===== src/hdl/assert_macros.svh =====
// Assertion macros for the RTL; bmp_back is the only file that includes them.
// Self-contained; simulation builds get checks, synthesis builds get nothing.
`ifndef ASSERT_MACROS_SVH
`define ASSERT_MACROS_SVH
`ifndef SYNTHESIS
`define ASSERT_AT(lbl, clk, rst, prop) \
   lbl: assert property (@(posedge clk) disable iff (rst) (prop)) \
      else $error("assertion failed");
`define ASSERT_NEVER(lbl, clk, rst, cond) \
   `ASSERT_AT(lbl, clk, rst, !(cond))
`else
`define ASSERT_AT(lbl, clk, rst, prop)
`define ASSERT_NEVER(lbl, clk, rst, cond)
`endif
`endif


===== src/hdl/bmp_pkg.sv =====
// Shared widths, constants and the job type of the binomial unit.
// No dependencies.
package bmp_pkg;
   localparam int ROW_W       = 10;
   localparam int COEF_W      = 14;
   localparam int MAX_ROWS    = 2 ** ROW_W;
   localparam int QUEUE_DEPTH = 2;
   localparam int QPTR_W      = $clog2(QUEUE_DEPTH);
   localparam logic [COEF_W-1:0] MOD_RESET = COEF_W'(10007);

   typedef struct packed {
      logic [ROW_W-1:0] row_n;
      logic [ROW_W-1:0] col_k;
      logic             zero;
   } bmp_job_type;
endpackage


===== src/hdl/bmp_front.sv =====
// Front stage: takes query beats, flags columns past the row, feeds the queue.
// Depends on bmp_pkg.
module bmp_front (
   input  logic                     clock,
   input  logic                     reset,
   input  logic                     req_valid,
   output logic                     req_stall,
   input  logic [bmp_pkg::ROW_W-1:0] req_row_n,
   input  logic [bmp_pkg::ROW_W-1:0] req_col_k,
   output logic                     push,
   output bmp_pkg::bmp_job_type     push_job,
   input  logic                     q_full
);
   import bmp_pkg::*;

   logic        f_vld_ff, f_vld_in;
   bmp_job_type f_job_ff, f_job_in;
   logic        accept;

   assign req_stall = f_vld_ff && q_full;
   assign accept    = req_valid && !req_stall;
   assign push      = f_vld_ff && !q_full;
   assign push_job  = f_job_ff;

   always_comb begin
      f_vld_in = accept || (f_vld_ff && !push);
      f_job_in = f_job_ff;
      if (accept) begin
         f_job_in.row_n = req_row_n;
         f_job_in.col_k = req_col_k;
         f_job_in.zero  = req_col_k > req_row_n;
      end
   end

   always_ff @(posedge clock) begin
      if (reset) begin
         f_vld_ff <= 1'b0;
      end else begin
         f_vld_ff <= f_vld_in;
      end
   end

   always_ff @(posedge clock) begin
      f_job_ff <= f_job_in;
   end
endmodule


===== config.mk =====
export PLATFORM = sky130hd
export DESIGN_NAME = bmp_front
export DESIGN_NICKNAME = d
export VERILOG_FILES = /design/src/hdl/assert_macros.svh /design/src/hdl/bmp_pkg.sv /design/src/hdl/bmp_front.sv
export SDC_FILE = /design/constraint.sdc
export NUM_CORES = 1
export LEC_CHECK = 0
export CORE_MARGIN = 2
export CORE_UTILIZATION = 30
export CTS_CLUSTER_DIAMETER = 120
export CTS_CLUSTER_SIZE = 8
export DETAILED_ROUTE_END_ITERATION = 8
export DONT_BUFFER_PORTS = 1
export SETUP_SLACK_MARGIN = 0.15
export SKIP_CTS_REPAIR_TIMING = 1
export SLEW_MARGIN = 20
export SYNTH_ARGS = -nofsm -noshare
export SYNTH_HDL_FRONTEND = slang
export SYNTH_SLANG_ARGS = --single-unit

===== constraint.sdc =====
create_clock -name clock -period 4.25 [get_ports clock]
set_input_delay 0.2125 -clock clock [delete_from_list [all_inputs] [get_ports clock]]
set_output_delay 0.2125 -clock clock [all_outputs]
set_load 0.01 [all_outputs]

-- Word-level counts from Yosys, hierarchy flattened
Index checks and enable logic that the tools add are counted.
- flip-flop bits (word level): 22
- input bits: 24
- output and inout port bits: 23
- $lt $le $gt $ge: 1
- reductions and logical operators: 8
- operators with widths (cell ; count):
    $gt 10x10->1 ; 1
    $logic_and 1x1->1 ; 4
    $logic_not 1->1 ; 3
    $logic_or 1x1->1 ; 1

-- Longest topological paths before layout
- word-level depth: 5
- mapped depth: 6
- depth with buffers taken out: 6

-- Least setup slack after synthesis
Ideal clock, no wire load.
- path kind: register -> register
- start: reg f_vld_ff
- end: reg f_job_ff (netlist bit push_job[0]) (enable)
- buffers on the path: 0
- period minus slack after synthesis: 1.868 ns
- stages on the path, launching flop included: 3
- data required time: 3.849 ns
- setup slack: 2.382 ns
- arrival time: 1.467 ns
- cells stage by stage: dfxtp_1 and2_1 nor2b_1
- longest elaborated chain between the ends: 3
- RTL lines (element ; RTL line ; text):
    start: declaration ; bmp_front.sv:16 ; logic f_vld_ff, f_vld_in;
    start signal: assignment ; bmp_front.sv:39 ; f_vld_ff <= f_vld_in;
    $logic_and 1x1->1 ; bmp_front.sv:20 ; assign req_stall = f_vld_ff && q_full;
    net req_stall ; bmp_front.sv:7 ; output logic req_stall,
    $logic_not 1->1 ; bmp_front.sv:21 ; assign accept = req_valid && !req_stall;
    $logic_and 1x1->1 ; bmp_front.sv:21 ;
    net accept ; bmp_front.sv:18 ; logic accept;
    end signal: assignment ; bmp_front.sv:44 ; f_job_ff <= f_job_in;
    end: declaration ; bmp_front.sv:17 ; bmp_job_type f_job_ff, f_job_in;
The timed path passes the listed nets, and every way through them passes these cells.
A chain may end at the register's enable or synchronous reset.

-- Final worst setup path
- start: reg f_vld_ff
- end: reg f_job_ff (netlist bit push_job[9]) (enable)
Same word-level chain as after synthesis.

==> metrics <==
Worst VDD drop 0.1209 mV; min setup slack post-route 2.537 ns; kind of critical path register to register; CTS H-tree depth 1; Mapped Area 929.6 um2; synth unique cells 15; filler instances 284; worst path cell trace and2_1 -> nor2b_2; Internal Power 372.9 uW; routed len/inst 14.13 um; cell taking the most area after synthesis edfxtp_1; Setup Skew 0.007854 ns; Power Density 376.3 nW/um2; Routed Antenna Nets 0; drt pass-1 iters 3; HP Start req_valid; CTS max path bufs 2; Post-Place Cells 95; Crit-path slowest cell nor2b_2; non-filler cells, final 120; Top delay family on crit path simple AND/OR/NAND/NOR gates; CTS tree yes; TNS Setup 0 ns; top cells by area, synth edfxtp_1, ha_1, inv_1; final setup vio count 0; crit path buf inv count 0; worst-path fanout max 21; top-area cell type share of the netlist area 0.6783; Switching Share 0.1985; count of state elements after synthesis 22; clock buffer count from CTS 3; Logic pwr share 0.092; clk_lat worst skew 0.31 ns; Root Buffer Master clkbuf_4; critical path launch point type register; Syn-to-layout area delta 32.97%; CP Launch Point f_vld_ff$_SDFF_PP0_; Lkg Pwr 0.4966 nW; vias 554; worst r2r src f_vld_ff$_SDFF_PP0_; Tightest Pin Transition 1.003 ns; slowest stage delay, CP 0.80 ns; Core Box Area 3003 um2; Syn Nets 96; Final Hold Viols 0; RSZ-0062 raised after global routing no; Seq/Total Area, Yosys 0.6999; syn avg cell area 14.99 um2; Via density 4.617; fmax 0.5838 GHz; starting density of the core 0.3096; gr ovfl total 0; HPWL after DPL 1.126 mm; num ports 47; IO buf count 0; Worst Hold Class input port to register; Initial DRC Count 10; diodes inserted 0; critical path endpoint category register; Tot GR Track Use 0.08590; Worst EP arrival 1.65 ns; layout cells sized above 1 0.06897; Routed WL 1.696 mm; P_sw 92.34 uW; Vert. Die Dim 59.67 um; Slew Viols, Final 0; most frequent cells in the layout dlygate4sd3_1, edfxtp_1, inv_1; Layout Nets 122; pin count of the biggest net entering global routing 22; pre-CTS setup slack 2.551 ns; Pwr Total 465.2 uW; sequential fraction of design power 0.568; Slew Limit Headroom 0.3286; clock share of power 0.341; row count 20; max-cap violation count 0; YS warnings 0; CP Data Required Time 4.19 ns; final period utilization 0.4030; Final min period 1.713 ns; routability cong. 0.6591; clk sinks 22; Synth Instances 62; Die X 59.67 um; DRC 0; initial antenna violation count 0; die area 3560 um2; vias in the first global route 465; first-pass GRT wire length 2.118 mm; clock slew at reported path FFs 0.12 ns; status finished, final reports clean
power groups by stage:
stage	clock network, mW	logic, mW	registers [mW]
6_report	0.158	0.0426	0.264
5_1_grt	0.170	0.0492	0.266
4_1_cts	0.161	0.0278	0.265
3_5_place_dp	0	0.0277	0.270
3_3_place_gp	0	0.0271	0.270
2_1_floorplan	0	0.0224	0.268
routing by layer:
layer | global-route usage | wire length, um | share of wire
met1 | 0.08929 | 680 | 0.40
met2 | 0.1304 | 834 | 0.49
met3 | 0.04329 | 131 | 0.077
met4 | 0.06667 | 50 | 0.029
met5 | 0 | 0 | 0
synth_stat cells:
| cell type | instances |
|---|---|
| a21o_1 | 1 |
| nor2_1 | 4 |
| a21oi_1 | 3 |
| inv_1 | 11 |
| and2_1 | 1 |
| o41a_1 | 1 |
| dfxtp_1 | 1 |
| nor3_1 | 1 |
| ha_1 | 10 |
| a211oi_2 | 1 |
| edfxtp_1 | 21 |
| nor2b_1 | 2 |
| o21ai_0 | 1 |
| nand3_1 | 2 |
| nand4_1 | 2 |
worst paths after layout:
| kind | to | slack, ns | cells past startpoint |
|---|---|---|---|
| max reg2reg | push_job[9]$_DFFE_PP_ | 2.54 | 2 |
| min | f_vld_ff$_SDFF_PP0_ | 0.02 | 2 |
| min reg2reg | f_vld_ff$_SDFF_PP0_ | 0.71 | 3 |
| max | push_job[9]$_DFFE_PP_ | 2.54 | 2 |
worst register-to-register path, stage by stage, from the launching register on:
cell and delay, ns:
dfxtp_1 0.33, and2_1 0.21, nor2b_2 0.80
registers in the layout, indices dropped and copies added, names as in the netlist:
signal    count
push_job     21
f_vld_ff      1
through the flow:
step / instance area (um2) / hold slack (ns) / utilization
finish: 1236 / 0.01750 / 0.4117
CTS: 1026 / -0.05686 / 0.3417
detailed placement: 973.4 / 0.2907 / 0.3242
global placement: 973.4 / 0.2871 / 0.3242
global route: 1236 / 0.04009 / 0.4117
floorplan: 929.6 / 0.2849 / -
layout make-up:
| cell class | instances | area [um2] | share of cell area |
|---|---|---|---|
| repair buffers | 21 | 210.2 | 0.1700 |
| flip-flops and latches | 22 | 650.6 | 0.5263 |
| clock buffers | 3 | 22.52 | 0.01822 |
| well taps | 33 | 41.29 | 0.03340 |
| inverters | 11 | 41.29 | 0.03340 |
| clock inverters | 1 | 30.03 | 0.02429 |
| multi-input cells | 29 | 240.2 | 0.1943 |
cell families (layout without fill, tap and decap cells):
| family | Yosys count | in the layout | synth area share |
|---|---|---|---|
| AOI/OAI and AO/OA | 7 | 7 | 0.05517 |
| buffers and inverters | 11 | 36 | 0.04441 |
| adders and majority gates | 10 | 10 | 0.1346 |
| DFF | 22 | 22 | 0.6999 |
| and+or+nand+nor | 12 | 12 | 0.06594 |
Note: power is estimated with default switching activity, not from simulation.
