File: src/hdl/assert_macros.svh
// Assertion macros for the RTL; bmp_back is the only file that includes them.
// Self-contained; simulation builds get checks, synthesis builds get nothing.
`ifndef ASSERT_MACROS_SVH
`define ASSERT_MACROS_SVH
`ifndef SYNTHESIS
`define ASSERT_AT(lbl, clk, rst, prop) \
   lbl: assert property (@(posedge clk) disable iff (rst) (prop)) \
      else $error("assertion failed");
`define ASSERT_NEVER(lbl, clk, rst, cond) \
   `ASSERT_AT(lbl, clk, rst, !(cond))
`else
`define ASSERT_AT(lbl, clk, rst, prop)
`define ASSERT_NEVER(lbl, clk, rst, cond)
`endif
`endif

File: src/hdl/bmp_pkg.sv
// Shared widths, constants and the job type of the binomial unit.
// No dependencies.
package bmp_pkg;
   localparam int ROW_W       = 10;
   localparam int COEF_W      = 14;
   localparam int MAX_ROWS    = 2 ** ROW_W;
   localparam int QUEUE_DEPTH = 2;
   localparam int QPTR_W      = $clog2(QUEUE_DEPTH);
   localparam logic [COEF_W-1:0] MOD_RESET = COEF_W'(10007);

   typedef struct packed {
      logic [ROW_W-1:0] row_n;
      logic [ROW_W-1:0] col_k;
      logic             zero;
   } bmp_job_type;
endpackage

File: src/hdl/bmp_queue.sv
// Short job queue between the front stage and the triangle builder.
// Depends on bmp_pkg.
module bmp_queue (
   input  logic                 clock,
   input  logic                 reset,
   input  logic                 push,
   input  bmp_pkg::bmp_job_type push_job,
   output logic                 full,
   input  logic                 pop,
   output logic                 q_valid,
   output bmp_pkg::bmp_job_type q_job
);
   import bmp_pkg::*;

   bmp_job_type             entry_ff [QUEUE_DEPTH];
   logic [QPTR_W-1:0]       wr_ptr_ff, wr_ptr_in;
   logic [QPTR_W-1:0]       rd_ptr_ff, rd_ptr_in;
   logic [QPTR_W:0]         cnt_ff, cnt_in;
   logic                    do_push, do_pop;

   assign full    = cnt_ff == (QPTR_W+1)'(QUEUE_DEPTH);
   assign q_valid = cnt_ff != '0;
   assign q_job   = entry_ff[rd_ptr_ff];
   assign do_push = push && !full;
   assign do_pop  = pop && q_valid;

   function automatic logic [QPTR_W-1:0] next_ptr(input logic [QPTR_W-1:0] p);
      if (p == QPTR_W'(QUEUE_DEPTH - 1)) begin
         return '0;
      end
      return p + QPTR_W'(1);
   endfunction

   always_comb begin
      wr_ptr_in = do_push ? next_ptr(wr_ptr_ff) : wr_ptr_ff;
      rd_ptr_in = do_pop ? next_ptr(rd_ptr_ff) : rd_ptr_ff;
      cnt_in    = cnt_ff;
      if (do_push && !do_pop) begin
         cnt_in = cnt_ff + (QPTR_W+1)'(1);
      end else if (do_pop && !do_push) begin
         cnt_in = cnt_ff - (QPTR_W+1)'(1);
      end
   end

   always_ff @(posedge clock) begin
      if (reset) begin
         wr_ptr_ff <= '0;
         rd_ptr_ff <= '0;
         cnt_ff    <= '0;
      end else begin
         wr_ptr_ff <= wr_ptr_in;
         rd_ptr_ff <= rd_ptr_in;
         cnt_ff    <= cnt_in;
      end
   end

   always_ff @(posedge clock) begin
      if (do_push) begin
         entry_ff[wr_ptr_ff] <= push_job;
      end
   end
endmodule

File: config.mk
export PLATFORM = sky130hd
export DESIGN_NAME = bmp_queue
export DESIGN_NICKNAME = d
export VERILOG_FILES = /design/src/hdl/assert_macros.svh /design/src/hdl/bmp_pkg.sv /design/src/hdl/bmp_queue.sv
export SDC_FILE = /design/constraint.sdc
export NUM_CORES = 1
export LEC_CHECK = 0
export ABC_AREA = 1
export BUFFER_PORTS_ARGS = -buffer_cell sky130_fd_sc_hd__buf_2
export CAP_MARGIN = 10
export CELL_PAD_IN_SITES_DETAIL_PLACEMENT = 1
export CELL_PAD_IN_SITES_GLOBAL_PLACEMENT = 1
export CORE_MARGIN = 4
export CORE_UTILIZATION = 46
export CTS_CLUSTER_DIAMETER = 120
export DETAILED_ROUTE_END_ITERATION = 10
export PLACE_DENSITY_LB_ADDON = 0.15
export SLEW_MARGIN = 15
export SYNTH_ARGS = -nofsm -noshare
export SYNTH_HDL_FRONTEND = slang
export SYNTH_SLANG_ARGS = --single-unit
File: constraint.sdc
create_clock -name clock -period 5 [get_ports clock]
set_input_delay 0.5 -clock clock [delete_from_list [all_inputs] [get_ports clock]]
set_output_delay 0.5 -clock clock [all_outputs]
set_load 0.05 [all_outputs]
**Word level (Yosys, flattened, before mapping)**

Memory sizes are Yosys's and may differ from the RTL's. A register that Yosys moved wholly into a read port is not among the register bits.
Index checks and enable logic that the tools add are counted.
W data, S select, Z words.

- Add/sub/neg operators: 4
- Eq/ne operators: 1
- Muxes and demuxes: 12
- Reduce and logical (&&, ||, !) cells: 9

Operators by type and width:

| operator | count |
|---|---|
| $mux W1 | 10 |
| $logic_and A1 B1 Y1 | 4 |
| $mux W2 | 2 |
| $reduce_bool A2 Y1 | 2 |
| $logic_not A1 Y1 | 3 |
| $add A1 B1 Y1 const B | 2 |
| $add A2 B1 Y2 const B | 1 |
| $eq A2 B2 Y1 const B | 1 |
| $sub A2 B1 Y2 const B | 1 |

- Flip-flop bits (word level): 4
- Bits in writable memories: 42
- Input bits: 25
- Output and inout bits: 23
- Logic and storage cells: 30
- Memories: 1

Memories:

| name | depth | bits a word | read ports | clocked after Yosys merged registers in | wr ports | RTL line | RTL |
|---|---|---|---|---|---|---|---|
| entry_ff | 2 | 21 | 1 | 1 | 1 | bmp_queue.sv:15 | `bmp_job_type entry_ff [QUEUE_DEPTH];` |

**Depth between registers and ports, before layout**

- Word-level depth: 7
- Mapped depth: 10
- Depth with buffers taken out: 10

**Worst setup path before layout**

Ideal clock, no wire load.

- Path type: input -> register
- Start: input push
- End: memory entry_ff[1][0] (netlist bit) (enable)
- Setup time: 0.399 ns
- Arrival: 1.475 ns
- Data required time: 4.601 ns
- Slack: 3.127 ns
- Cell stages on the path: 2
- Buffers on the path: 0
- Cells stage by stage: o21ai_2 -> nor2_1

- Longest elaborated chain between the ends: 3

RTL lines:

| element | RTL line | RTL |
|---|---|---|
| from (decl) | bmp_queue.sv:6 | `input logic push,` |
| $logic_and A1 B1 Y1 | bmp_queue.sv:24 | `assign do_push = push && !full;` |
| $mux W1 | bmp_queue.sv:58 | `if (do_push) begin` |
| $mux W1 (implied by the code) | bmp_queue.sv:59 | `entry_ff[wr_ptr_ff] <= push_job;` |
| to (decl) | bmp_queue.sv:15 |  |

Every way passes these cells.

==> results by group <==
Logic synthesis
  • Number of instances in the synthesized netlist: 102
  • Dominant cells by area after synthesis: sky130_fd_sc_hd__edfxtp_1 68%, sky130_fd_sc_hd__mux2_4 16%, sky130_fd_sc_hd__dfxtp_1 5.4%, sky130_fd_sc_hd__nor2_1 1.6%, sky130_fd_sc_hd__buf_6 1.2%
  • Share of Yosys cell area claimed by the top area cell type: 68.4%
  • Mean cell area of the mapped netlist: 18.1 um^2
  • Mapped Area: 0.00184 mm^2
  • Count of distinct cell types in the synthesized netlist: 16
  • Warning count from the yosys run: 0
  • Sequential cell area fraction in the yosys report: 73.8%
  • Cell accounting for the most synthesized area: sky130_fd_sc_hd__edfxtp_1
  • Net count after synthesis: 128
  • Number of synthesized register bits: 47

Placed design
  • Setup slack at placement: 2.99 ns
  • Total half-perimeter wirelength after legalization and detailed placement: 2.62 mm
  • Count of buffers from port buffering: 47
  • Number of placed cells counting well taps: 196
  • Routability-driven placement congestion ratio: 0.697

Die
  • Height of the die: 71.3 um
  • I/O pins: 48
  • Placeable core area: 0.00377 mm^2
  • Row cnt: 22
  • Die Width: 71.3 um
  • Die Footprint: 0.00509 mm^2
  • Initial core utilization: 48.9%

Setup path
  • Reg2Reg Launch Point: cnt_ff[0]
  • Type of element capturing the critical path: output pin
  • Signal arrival time at the worst endpoint: 1.79 ns
  • Worst Path Class, Setup: reg -> out
  • Worst EP required: 4.50 ns
  • Critical path peak fanout: 15
  • Critical path startpoint category: flop

Clock tree
  • Post CTS Setup Buffer Count: 0
  • Worst skew pair latency: 0.29 ns
  • Count of hold buffers inserted by post-cts repair: 0
  • Number of H-tree branching levels: 2
  • Clock buffer depth: 2
  • CTS sink count: 47
  • Root buffer cell: sky130_fd_sc_hd__clkbuf_8
  • Clock tree from TritonCTS: built
  • Num CTS Buffers: 5
  • Number of instances resized during post-cts repair: 0
  • Clock transition time at the flip-flop clock pins of the worst setup and hold paths: 0.08 ns

Worst hold path
  • Hold Path Origin: push_job[5]
  • Hold crit path type: in -> reg

STA
  • Min setup slack post-route: 2.71 ns
  • Fmax: 436 MHz
  • Number of hold violations in the final report: 0
  • Transition time of the tightest slew-check pin: 1.08 ns
  • Slew Viols, Final: 0
  • Worst relative slew slack: 27.8%
  • Tcrit/Tclk final: 45.9%
  • RSZ-0062 raised after global routing: false
  • Clock period minus worst slack: 2.29 ns
  • Total negative slack for setup checks: 0 ns
  • Number of setup violations in the final report: 0
  • Clock Skew: 0.00662 ns

Power and ir drop
  • Sw power: 0.000479 W
  • Power Density: 554 mW/mm^2
  • Sequential cell fraction of total power: 43.2%
  • Combinational power share: 39.6%
  • Internal power: 0.000746 W
  • Clock network power share: 17.2%
  • Worst vdd ir: 286 uV
  • Leakage power of the design: 0.903 nW
  • Overall Power: 0.00122 W
  • Proportion of total power due to net switching: 39.1%

Finish
  • Number of non-filler instances in the completed layout: 204
  • Utilization of the core after routing: 58.6%
  • Layout cells sized above 1: 53.2%
  • Most common library cell in the layout ignoring fill and taps: sky130_fd_sc_hd__buf_2
  • Area added between synthesis and finish: 19.9%
  • Total number of nets in the final design: 181
  • Antenna cells: 0
  • Commonest non-fill, non-tap cells in the layout: 47 x sky130_fd_sc_hd__buf_2, 42 x sky130_fd_sc_hd__edfxtp_1, 20 x sky130_fd_sc_hd__mux2_4, 6 x sky130_fd_sc_hd__nor2_1

Routing
  • Initial drt markers: 41
  • Sum of routed wire length over all layers: 3.42 mm
  • Number of nets with antenna violations after routing: 0
  • Via count of the routed design: 1003
  • Residual DRC count: 0
  • Via/cell ratio: 4.92
  • Count of TritonRoute iterations in the first routing pass: 4
  • Routed length per instance: 16.8 um

Outcome
  • Outcome: finished, final reports clean

Global routing
  • Tot GR Track Use: 15.1%
  • Antenna violations before repair: 0
  • Via count of the first global-routing pass: 1149
  • Wire length of the first global-routing pass: 5.67 mm
  • Overall overflow remaining after global route: 0
  • Pin count of the biggest net entering global routing: 22

Job
  • Max-cap violations: 0
power groups by stage:
stage	logic (W)	clock network, W	registers, W
final	0.000485	0.000211	0.000529
after global routing	0.000517	0.000244	0.000537
after CTS	0.000494	0.000220	0.000531
after detailed placement	0.000492	0	0.000540
after global placement	0.000478	0	0.000533
after floorplan	0.000405	0	0.000525
kinds of logic (layout without fill, tap and decap cells):
kind of cell               Yosys count  in the layout  share of synthesized area (%)
adders and majority gates            1              1                          0.678
muxes                               21             21                           16.9
buffers and inverters               10             64                           2.85
and+or+nand+nor                     18             18                           4.21
AOI/OAI and AO/OA                    5              5                           1.56
DFF                                 47             47                           73.8
registers in the layout (all words and copies together), names as in the netlist, named ones only:
name / flops
rd_ptr_ff: 1
entry_ff: 42
wr_ptr_ff: 1
cnt_ff: 2
metal layers:
metal / vias to the layer above / part of all wire (%) / track usage (%)
met1: 491 / 36 / 15.9
met5: - / 0 / 0
li1: 476 / - / -
met2: 31 / 55 / 26.8
met3: 5 / 7.3 / 6.73
met4: 0 / 1.4 / 5.01
through the flow:
step | hold WS [ns] | cell area, um^2
finish | 0.395 | 2210
global route | 0.365 | 2210
CTS | 0.383 | 2210
detailed placement | 0.515 | 2130
global placement | 0.484 | 2130
floorplan | 0.465 | 1840
synth_stat cells:
cell type and instances:
sky130_fd_sc_hd__mux2_4 20, sky130_fd_sc_hd__edfxtp_1 42, sky130_fd_sc_hd__o21ai_2 1, sky130_fd_sc_hd__nor2_1 8
sky130_fd_sc_hd__buf_6 2, sky130_fd_sc_hd__ha_1 1, sky130_fd_sc_hd__nand3_1 2, sky130_fd_sc_hd__dfxtp_1 5
sky130_fd_sc_hd__inv_2 3, sky130_fd_sc_hd__nand2_2 2, sky130_fd_sc_hd__o21ai_0 2, sky130_fd_sc_hd__mux2_2 1
sky130_fd_sc_hd__a21oi_1 2, sky130_fd_sc_hd__nand2_1 5, sky130_fd_sc_hd__nand4_1 1, sky130_fd_sc_hd__inv_1 5
area by class of cell:
class                      instances  area (um^2)
sequential                        47         1360
multi-input combinational         45          435
inverter                           8         30.0
fill                             351         1560
clock inverter                     1         5.00
timing repair buffer              48          243
clock buffer                       7         76.3
tap                               48         60.1
path summary, 6_finish.rpt:
path	to	slack [ns]	cells past startpoint
max	q_job[10]	2.71	3
min reg2reg	rd_ptr_ff	0.54	2
min	entry_ff[1][5]	0.40	1
max reg2reg	entry_ff[0][2]	3.22	2
critical path, stage by stage (launching register included):
cell	delay, ns
sky130_fd_sc_hd__dfxtp_1	0.57
sky130_fd_sc_hd__buf_4	0.37
sky130_fd_sc_hd__mux2_4	0.34
sky130_fd_sc_hd__buf_2	0.21
No activity file was read; power rests on OpenSTA's default activity.
